$ cat src/rtl/core/imf_pkg.sv
`default_nettype none

package imf_pkg;

	localparam int DATA_W = 16;
	localparam int NCH    = 6;

	// channel order inside the datapath
	localparam int CH_ACC_X  = 0;
	localparam int CH_ACC_Y  = 1;
	localparam int CH_ACC_Z  = 2;
	localparam int CH_GYRO_X = 3;
	localparam int CH_GYRO_Y = 4;
	localparam int CH_GYRO_Z = 5;

	// register indexes, byte address = 4 * index
	localparam int          ADDR_W       = 4;
	localparam logic [1:0]  REG_ACC_OFS0 = 2'd0;
	localparam logic [1:0]  REG_ACC_OFS1 = 2'd1;
	localparam logic [1:0]  REG_ACC_OFS2 = 2'd2;
	localparam logic [1:0]  REG_NEG_GY   = 2'd3;

	typedef struct packed {
		logic capture;   // latch a new request's samples
		logic push;      // write samples into the windows
		logic scan_clr;  // reset the candidate index
		logic scan_step; // test one candidate, advance
		logic out_load;  // load the output register
	} imf_cmd_t;

	typedef struct packed {
		logic bad;       // trailer of captured request nonzero
		logic scan_last; // current candidate is the last window entry
	} imf_sts_t;

endpackage

`default_nettype wire

$ cat src/rtl/core/imf_ctrl.sv
`default_nettype none

module imf_ctrl (
	input  wire logic              clk,
	input  wire logic              arst_n,
	input  wire logic              in_valid,
	output logic                   in_stall,
	output logic                   out_valid,
	input  wire logic              out_stall,
	output imf_pkg::imf_cmd_t      cmd,
	input  wire imf_pkg::imf_sts_t sts
);
	import imf_pkg::*;

	typedef enum logic [3:0] {
		S_IDLE   = 4'b0001,
		S_PUSH   = 4'b0010,
		S_SCAN   = 4'b0100,
		S_RESULT = 4'b1000
	} state_t;

	state_t state_q, state_nxt;
	logic   out_valid_q;

	assign in_stall  = (state_q != S_IDLE);
	assign out_valid = out_valid_q;

	always_comb begin
		cmd           = '0;
		cmd.capture   = in_valid && (state_q == S_IDLE);
		cmd.push      = (state_q == S_PUSH) && !sts.bad;
		cmd.scan_clr  = (state_q == S_PUSH);
		cmd.scan_step = (state_q == S_SCAN);
		cmd.out_load  = (state_q == S_RESULT) && (!out_valid_q || !out_stall);
	end

	always_comb begin
		state_nxt = state_q;
		case (state_q)
			S_IDLE: begin
				if (in_valid) state_nxt = S_PUSH;
			end
			S_PUSH: begin
				state_nxt = sts.bad ? S_RESULT : S_SCAN;
			end
			S_SCAN: begin
				if (sts.scan_last) state_nxt = S_RESULT;
			end
			S_RESULT: begin
				if (cmd.out_load) state_nxt = S_IDLE;
			end
			default: state_nxt = S_IDLE;
		endcase
	end

	always_ff @(posedge clk or negedge arst_n) begin
		if (!arst_n) begin
			state_q     <= S_IDLE;
			out_valid_q <= 1'b0;
		end else begin
			state_q <= state_nxt;
			if (cmd.out_load)
				out_valid_q <= 1'b1;
			else if (!out_stall)
				out_valid_q <= 1'b0;
		end
	end

endmodule

`default_nettype wire

$ cat src/rtl/core/imf_datapath.sv
`default_nettype none

module imf_datapath #(
	parameter int WINDOW_DEPTH = 5
) (
	input  wire logic                        clk,
	input  wire logic                        arst_n,
	input  wire imf_pkg::imf_cmd_t           cmd,
	output imf_pkg::imf_sts_t                sts,
	input  wire logic [31:0]                 gyro_x_raw,
	input  wire logic [31:0]                 gyro_y_raw,
	input  wire logic [31:0]                 gyro_z_raw,
	input  wire logic [15:0]                 acc_word0_raw,
	input  wire logic [15:0]                 acc_word1_raw,
	input  wire logic [15:0]                 acc_word2_raw,
	input  wire logic [31:0]                 trailer_raw,
	input  wire logic signed [15:0]          acc_offset_word0,
	input  wire logic signed [15:0]          acc_offset_word1,
	input  wire logic signed [15:0]          acc_offset_word2,
	input  wire logic                        negate_gyro_y,
	output logic                             frame_bad,
	output logic signed [15:0]               median_acc_x,
	output logic signed [15:0]               median_acc_y,
	output logic signed [15:0]               median_acc_z,
	output logic signed [15:0]               median_gyro_x,
	output logic signed [15:0]               median_gyro_y,
	output logic signed [15:0]               median_gyro_z
);
	import imf_pkg::*;

	localparam int CNT_W = $clog2(WINDOW_DEPTH + 1);
	localparam int IDX_W = (WINDOW_DEPTH > 1) ? $clog2(WINDOW_DEPTH) : 1;

	logic signed [DATA_W-1:0] samp_nxt [NCH];
	logic signed [DATA_W-1:0] samp_q   [NCH];
	logic                     bad_q;
	logic signed [DATA_W-1:0] win_q    [NCH][WINDOW_DEPTH];
	logic        [CNT_W-1:0]  count_q;
	logic        [IDX_W-1:0]  cand_q;
	logic signed [DATA_W-1:0] cand_val [NCH];
	logic        [CNT_W-1:0]  less_c   [NCH];
	logic        [CNT_W-1:0]  leq_c    [NCH];
	logic        [NCH-1:0]    hit;
	logic        [CNT_W-1:0]  half;
	logic signed [DATA_W-1:0] med_q    [NCH];
	logic signed [DATA_W-1:0] res_q    [NCH];
	logic                     bad_out_q;

	// sample extraction
	function automatic logic signed [DATA_W-1:0] acc_conv(
		input logic [15:0] word,
		input logic signed [15:0] ofs
	);
		logic signed [16:0] d;
		begin
			d = 17'(signed'(word)) - 17'(ofs);
			acc_conv = DATA_W'(d >>> 2);
		end
	endfunction

	always_comb begin
		samp_nxt[CH_GYRO_X] = gyro_x_raw[25:10];
		samp_nxt[CH_GYRO_Y] = negate_gyro_y ? DATA_W'(-signed'(gyro_y_raw[25:10]))
		                                    : signed'(gyro_y_raw[25:10]);
		samp_nxt[CH_GYRO_Z] = gyro_z_raw[25:10];
		samp_nxt[CH_ACC_Y]  = acc_conv(acc_word0_raw, acc_offset_word0);
		samp_nxt[CH_ACC_X]  = acc_conv(acc_word1_raw, acc_offset_word1);
		samp_nxt[CH_ACC_Z]  = acc_conv(acc_word2_raw, acc_offset_word2);
	end

	always_ff @(posedge clk) begin
		if (cmd.capture) begin
			for (int c = 0; c < NCH; c++) samp_q[c] <= samp_nxt[c];
			bad_q <= (trailer_raw != 32'd0);
		end
	end

	// windows: fill at the count, then shift out the oldest
	always_ff @(posedge clk) begin
		if (cmd.push) begin
			for (int c = 0; c < NCH; c++) begin
				if (count_q < CNT_W'(WINDOW_DEPTH)) begin
					win_q[c][count_q[IDX_W-1:0]] <= samp_q[c];
				end else begin
					for (int k = 1; k < WINDOW_DEPTH; k++) win_q[c][k-1] <= win_q[c][k];
					win_q[c][WINDOW_DEPTH-1] <= samp_q[c];
				end
			end
		end
	end

	always_ff @(posedge clk or negedge arst_n) begin
		if (!arst_n) begin
			count_q <= '0;
		end else if (cmd.push && (count_q < CNT_W'(WINDOW_DEPTH))) begin
			count_q <= count_q + CNT_W'(1);
		end
	end

	// rank test: candidate is the median if less <= n/2 < less_or_equal
	assign half = count_q >> 1;

	always_comb begin
		for (int c = 0; c < NCH; c++) begin
			cand_val[c] = win_q[c][cand_q];
			less_c[c]   = '0;
			leq_c[c]    = '0;
			for (int j = 0; j < WINDOW_DEPTH; j++) begin
				if (CNT_W'(j) < count_q) begin
					if (win_q[c][j] < cand_val[c])  less_c[c] = less_c[c] + CNT_W'(1);
					if (win_q[c][j] <= cand_val[c]) leq_c[c]  = leq_c[c] + CNT_W'(1);
				end
			end
			hit[c] = (less_c[c] <= half) && (half < leq_c[c]);
		end
	end

	always_ff @(posedge clk or negedge arst_n) begin
		if (!arst_n) begin
			cand_q <= '0;
		end else if (cmd.scan_clr) begin
			cand_q <= '0;
		end else if (cmd.scan_step && !sts.scan_last) begin
			cand_q <= cand_q + IDX_W'(1);
		end
	end

	always_ff @(posedge clk) begin
		if (cmd.scan_step) begin
			for (int c = 0; c < NCH; c++)
				if (hit[c]) med_q[c] <= cand_val[c];
		end
	end

	assign sts.bad       = bad_q;
	assign sts.scan_last = (CNT_W'(cand_q) == (count_q - CNT_W'(1)));

	// output register
	always_ff @(posedge clk) begin
		if (cmd.out_load) begin
			bad_out_q <= bad_q;
			for (int c = 0; c < NCH; c++) res_q[c] <= bad_q ? '0 : med_q[c];
		end
	end

	assign frame_bad     = bad_out_q;
	assign median_acc_x  = res_q[CH_ACC_X];
	assign median_acc_y  = res_q[CH_ACC_Y];
	assign median_acc_z  = res_q[CH_ACC_Z];
	assign median_gyro_x = res_q[CH_GYRO_X];
	assign median_gyro_y = res_q[CH_GYRO_Y];
	assign median_gyro_z = res_q[CH_GYRO_Z];

endmodule

`default_nettype wire

$ cat src/rtl/core/imu_frame_median_filter_top.sv
`default_nettype none
// A good request passes from acceptance through push, a rank scan over the n filled
// window entries (n being the window fill after the push, 1..WINDOW_DEPTH) and the
// output register; a bad-trailer request skips the scan. A new request is taken only
// once the last result is loaded; the scan tests one window entry per cycle, all six channels in parallel.
// Reset (arst_n, async, active low): controller idle, output empty, sample count and
// configuration registers cleared; window contents are not reset.

module imu_frame_median_filter_top #(
	parameter int WINDOW_DEPTH = 5
) (
	input  wire logic                         clk,
	input  wire logic                         arst_n,
	// APB configuration port
	input  wire logic                         psel,
	input  wire logic                         penable,
	input  wire logic                         pwrite,
	input  wire logic [imf_pkg::ADDR_W-1:0]   paddr,
	input  wire logic [31:0]                  pwdata,
	output logic      [31:0]                  prdata,
	output logic                              pready,
	// request channel
	input  wire logic                         in_valid,
	output logic                              in_stall,
	input  wire logic [31:0]                  gyro_x_raw,
	input  wire logic [31:0]                  gyro_y_raw,
	input  wire logic [31:0]                  gyro_z_raw,
	input  wire logic [15:0]                  acc_word0_raw,
	input  wire logic [15:0]                  acc_word1_raw,
	input  wire logic [15:0]                  acc_word2_raw,
	input  wire logic [31:0]                  trailer_raw,
	// result channel
	output logic                              out_valid,
	input  wire logic                         out_stall,
	output logic                              frame_bad,
	output logic signed [15:0]                median_acc_x,
	output logic signed [15:0]                median_acc_y,
	output logic signed [15:0]                median_acc_z,
	output logic signed [15:0]                median_gyro_x,
	output logic signed [15:0]                median_gyro_y,
	output logic signed [15:0]                median_gyro_z
);
	import imf_pkg::*;

	// Configuration registers. Decode uses the word index only, so any
	// byte offset inside a word hits that word's register.
	logic signed [15:0] acc_ofs0_q;
	logic signed [15:0] acc_ofs1_q;
	logic signed [15:0] acc_ofs2_q;
	logic               neg_gy_q;
	logic               cfg_wr;

	assign pready = 1'b1;
	assign cfg_wr = psel && penable && pwrite;

	always_ff @(posedge clk or negedge arst_n) begin
		if (!arst_n) begin
			acc_ofs0_q <= '0;
			acc_ofs1_q <= '0;
			acc_ofs2_q <= '0;
			neg_gy_q   <= 1'b0;
		end else if (cfg_wr) begin
			case (paddr[3:2])
				REG_ACC_OFS0: acc_ofs0_q <= pwdata[15:0];
				REG_ACC_OFS1: acc_ofs1_q <= pwdata[15:0];
				REG_ACC_OFS2: acc_ofs2_q <= pwdata[15:0];
				REG_NEG_GY:   neg_gy_q   <= pwdata[0];
				default: ;
			endcase
		end
	end

	// readback, zero-extended
	always_comb begin
		case (paddr[3:2])
			REG_ACC_OFS0: prdata = {16'd0, acc_ofs0_q};
			REG_ACC_OFS1: prdata = {16'd0, acc_ofs1_q};
			REG_ACC_OFS2: prdata = {16'd0, acc_ofs2_q};
			REG_NEG_GY:   prdata = {31'd0, neg_gy_q};
			default:      prdata = '0;
		endcase
	end

	// Controller sequences capture -> push -> scan -> result; the datapath
	// holds the samples, windows, rank compare and the output register.
	imf_cmd_t cmd;
	imf_sts_t sts;

	imf_ctrl u_ctrl (
		.clk       (clk),
		.arst_n    (arst_n),
		.in_valid  (in_valid),
		.in_stall  (in_stall),
		.out_valid (out_valid),
		.out_stall (out_stall),
		.cmd       (cmd),
		.sts       (sts)
	);

	imf_datapath #(
		.WINDOW_DEPTH (WINDOW_DEPTH)
	) u_datapath (
		.clk              (clk),
		.arst_n           (arst_n),
		.cmd              (cmd),
		.sts              (sts),
		.gyro_x_raw       (gyro_x_raw),
		.gyro_y_raw       (gyro_y_raw),
		.gyro_z_raw       (gyro_z_raw),
		.acc_word0_raw    (acc_word0_raw),
		.acc_word1_raw    (acc_word1_raw),
		.acc_word2_raw    (acc_word2_raw),
		.trailer_raw      (trailer_raw),
		.acc_offset_word0 (acc_ofs0_q),
		.acc_offset_word1 (acc_ofs1_q),
		.acc_offset_word2 (acc_ofs2_q),
		.negate_gyro_y    (neg_gy_q),
		.frame_bad        (frame_bad),
		.median_acc_x     (median_acc_x),
		.median_acc_y     (median_acc_y),
		.median_acc_z     (median_acc_z),
		.median_gyro_x    (median_gyro_x),
		.median_gyro_y    (median_gyro_y),
		.median_gyro_z    (median_gyro_z)
	);

endmodule

`default_nettype wire
$ cat config.mk
export PLATFORM = sky130hd
export DESIGN_NAME = imu_frame_median_filter_top
export DESIGN_NICKNAME = d
export VERILOG_FILES = /design/src/rtl/core/imf_pkg.sv /design/src/rtl/core/imf_ctrl.sv /design/src/rtl/core/imf_datapath.sv /design/src/rtl/core/imu_frame_median_filter_top.sv
export SDC_FILE = /design/constraint.sdc
export NUM_CORES = 2
export LEC_CHECK = 0
export BUFFER_PORTS_ARGS = -buffer_cell sky130_fd_sc_hd__buf_2
export CAP_MARGIN = 20
export CORE_MARGIN = 2
export CORE_UTILIZATION = 49
export CTS_CLUSTER_DIAMETER = 100
export DETAILED_ROUTE_END_ITERATION = 8
export HOLD_SLACK_MARGIN = 0.06
export PLACE_DENSITY = 0.67
export SLEW_MARGIN = 5
export SYNTH_ARGS = -nofsm -noshare
export SYNTH_HDL_FRONTEND = slang
export SYNTH_SLANG_ARGS = --single-unit
$ cat constraint.sdc
create_clock -name clk -period 25.1 [get_ports clk]
set_clock_uncertainty 0.15 [all_clocks]
set_input_delay 5.02 -clock clk [delete_from_list [all_inputs] [get_ports clk]]
set_output_delay 5.02 -clock clk [all_outputs]
set_load 0.01 [all_outputs]
==> flow_metrics.env <==
export IMPL_r2r_start="u_datapath.cand_q[0]"
export IMPL_cts_setup_buffers=0
export IMPL_switching_share_pct=26.62
export IMPL_critical_path_arrival_ns=6.36
export IMPL_antenna_left=0
export IMPL_place_gp_congestion=0.9148
export IMPL_wire_per_inst_um=22.21
export IMPL_tightestPinTransition_ns=1.335
export IMPL_end_kind="output pin"
export IMPL_min_from="u_datapath.samp_q[2][10]"
export IMPL_synth_area_leaders="edfxtp_1 (46%), ha_1 (15%), nand2_1 (7.5%), mux2i_1 (4.4%), dfrtp_1 (3.0%)"
export IMPL_synth_top_cell_by_area="edfxtp_1"
export IMPL_ys_warn_count=0
export IMPL_drive_above_1_share_pct=11.28
export IMPL_power_frac_seq_pct=47.9
export IMPL_p_clk_share_pct=38.8
export IMPL_hold_end="u_datapath.win_q[1][10]"
export IMPL_ys_flop_type="edfxtp_1"
export IMPL_yosys_top_cells_count="nand2_1 (978), edfxtp_1 (746), ha_1 (580)"
export IMPL_cts_num_sinks=806
export IMPL_finalSetupViolCount=0
export IMPL_gr_total_overflow=0
export IMPL_cts_hold_buffers=0
export IMPL_path_cells="buf_2 > nor2b_1 > buf_4 > nand2_1 > o21ai_0 > buf_2"
export IMPL_crit_family="buffers and inverters"
export IMPL_drt_iter0_drc=3170
export IMPL_synth_seq_cells=806
export IMPL_synth_top_family_by_area="simple AND/OR/NAND/NOR gates"
export IMPL_ys_types=95
export IMPL_numCtsBuffers=91
export IMPL_grt_pass1_wl_um=212000
export IMPL_slew_headroom_pct=11.00
export IMPL_hold_viol_final=0
export IMPL_synth_cells=4630
export IMPL_die_h_um=320.8
export IMPL_dieArea_um2=102900
export IMPL_drv_cap=0
export IMPL_port_buffers=267
export IMPL_rows=116
export IMPL_die_w_um=320.8
export IMPL_synth_compound_area_share_pct=10.32
export IMPL_wirelength_um=139000
export IMPL_io_pins=351
export IMPL_grt_max_degree=213
export IMPL_placedCellCount=6082
export IMPL_vias_per_cell=5.856
export IMPL_power_density_nw_per_um2=63.92
export IMPL_internal_power_mw=2.582
export IMPL_pwr_share_comb_pct=13.3
export IMPL_p_switching_mw=0.9369
export IMPL_dp_hpwl_um=97180
export IMPL_hold_path_class="reg2reg"
export IMPL_first_pass_iters=5
export IMPL_fmax_mhz=86.77
export IMPL_r2r_end="u_datapath.med_q[4][12]"
export IMPL_rsz0062_at_grt="false"
export IMPL_avgSynthCellArea_um2=10.62
export IMPL_synth_edf_count=746
export IMPL_synth_xor_area_share_pct=2.094
export IMPL_syn_area_um2=49180
export IMPL_max_stage_delay_ns=0.48
export IMPL_yosysTopAreaCellShare_pct=45.55
export IMPL_htreeDepth=3
export IMPL_tns_ns=0
export IMPL_vdd_drop_max_mv=0.06490
export IMPL_maxSlewViolCount=0
export IMPL_cpMaxStageDelayCell="buf_2"
export IMPL_grt_usage_pct=26.78
export IMPL_cp_start_kind="input pin"
export IMPL_clk_pin_slew_worst_paths_ns=0.06
export IMPL_synth_async_sr_flop_share_pct=7.444
export IMPL_period_share_pct=45.92
export IMPL_seq_area_frac_synth_pct=48.61
export IMPL_status="complete, no violations"
export IMPL_critPathBufInv=3
export IMPL_ctsRootBufferMaster="clkbuf_16"
export IMPL_antenna_found_initial=9
export IMPL_reg2reg_depth=30
export IMPL_cts_buffer_depth=3
export IMPL_synthSimpleGateAreaFrac_pct=15.37
export IMPL_coreArea_um2=99860
export IMPL_vias=36650
export IMPL_finalNetCount=5679
export IMPL_instances_no_fill=6258
export IMPL_clk_latency_ns=0.69
export IMPL_synth_most_common_cell="nand2_1"
export IMPL_worstHoldPathCells=0
export IMPL_cts_resized=0
export IMPL_synthMuxAreaShare_pct=5.623
export IMPL_drc_errors=0
export IMPL_leakagePower_nw=22.20
export IMPL_crit_required_ns=19.93
export IMPL_critPathMostFrequentCell="buf_2"
export IMPL_reg2reg_slack_ns=15.26
export IMPL_synthAdderAreaFrac_pct=14.76
export IMPL_tritoncts="built"
export IMPL_worstPathMaxFanout=21
export IMPL_syn_to_final_growth_pct=11.96
export IMPL_crit_path_start="paddr[2]"
export IMPL_grt_pass1_vias=35730
export IMPL_start_util_pct=49.25
export IMPL_path_class="in2out"
export IMPL_fin_crit_ns=11.53
[cell type report]
class | count | area (µm²)
Fill cell | 8707 | 44800
Sequential cell | 806 | 23920
Multi-Input combinational cell | 3440 | 23900
Clock buffer | 109 | 2345
Timing Repair Buffer | 313 | 1718
Tap cell | 1298 | 1624
Inverter | 228 | 855.8
Clock inverter | 60 | 689.4
Antenna cell | 4 | 10.01
[how the worst max path moves through the flow]
| stage | endpoint | slack [ns] | cells after the start |
|---|---|---|---|
| CTS | prdata[14] | 13.19 | 5 |
| detailed placement | prdata[14] | 13.21 | 5 |
| global route | prdata[13] | 13.52 | 6 |
| floorplan | prdata[10] | 13.65 | 4 |
| global placement | prdata[14] | 13.18 | 5 |
| finish | prdata[13] | 13.57 | 6 |
[power by group through the flow]
stage	logic [mW]	registers (mW)	clock network, mW
global route	0.532	1.69	1.44
floorplan	0.321	1.68	0
global placement	0.452	1.71	0
CTS	0.471	1.68	1.39
detailed placement	0.468	1.71	0
finish	0.469	1.68	1.37
[flip-flops by register name (all words and copies together) (netlist names)]
signal / count
u_datapath.samp_q: 93
u_datapath.win_q: 465
u_datapath.bad_q: 1
u_ctrl.out_valid: 1
u_datapath.cand_q: 3
u_ctrl.state_q: 4
acc_ofs1_q: 16
u_datapath.res_q: 93
u_datapath.count_q: 3
acc_ofs0_q: 16
acc_ofs2_q: 16
u_datapath.frame_bad: 1
u_datapath.med_q: 93
neg_gy_q: 1
[stage by stage]
stage | utilization, % | area, µm² | setup slack (ns) | power [mW] | hold WS (ns)
6_report | 55.14 | 55060 | 13.57 | 3.519 | 0.2848
5_1_grt | 55.14 | 55060 | 13.52 | 3.663 | 0.3011
4_1_cts | 55.09 | 55010 | 13.19 | 3.542 | 0.2774
3_5_place_dp | 52.05 | 51980 | 13.21 | 2.179 | 0.2857
3_3_place_gp | 52.05 | 51980 | 13.18 | 2.161 | 0.2808
2_1_floorplan | - | 49230 | 13.65 | 2.002 | 0.2762
[cells in the final DEF (no fill, tap or decap), drive strengths merged, types with 24 or more instances in the layout]
cell type / instances
xnor2: 69
edfxtp: 746
buf: 313
nor4: 26
dfrtp: 59
nor2: 223
xor2: 26
nor3: 36
a21o: 42
nor2b: 166
mux2i: 214
nand4: 82
mux2: 51
clkbuf: 109
clkinv: 39
o21a: 52
inv: 233
nand2: 978
nand2b: 30
o211ai: 24
o22a: 86
o21ai: 170
nand3: 69
ha: 580
a21oi: 234
[routing by layer]
layer  share of wire [%]  routed length (µm)  up-vias  GRT usage [%]
met5               0.023                  32        -              0
met2                  47               65620     1244          44.55
met1                  43               60170    17880          36.18
li1                    -                   -    17290              -
met3                 6.5                8998      229          3.803
met4                 3.0                4203        4          8.629
[logic make-up after synthesis]
group | count (synthesis)
mux | 267
buf+inv | 399
xor+xnor | 103
flops | 806
simple gates | 1697
compound gates | 776
fa+ha+maj | 580
other cells | 2
(Power assumes the default switching activity.)
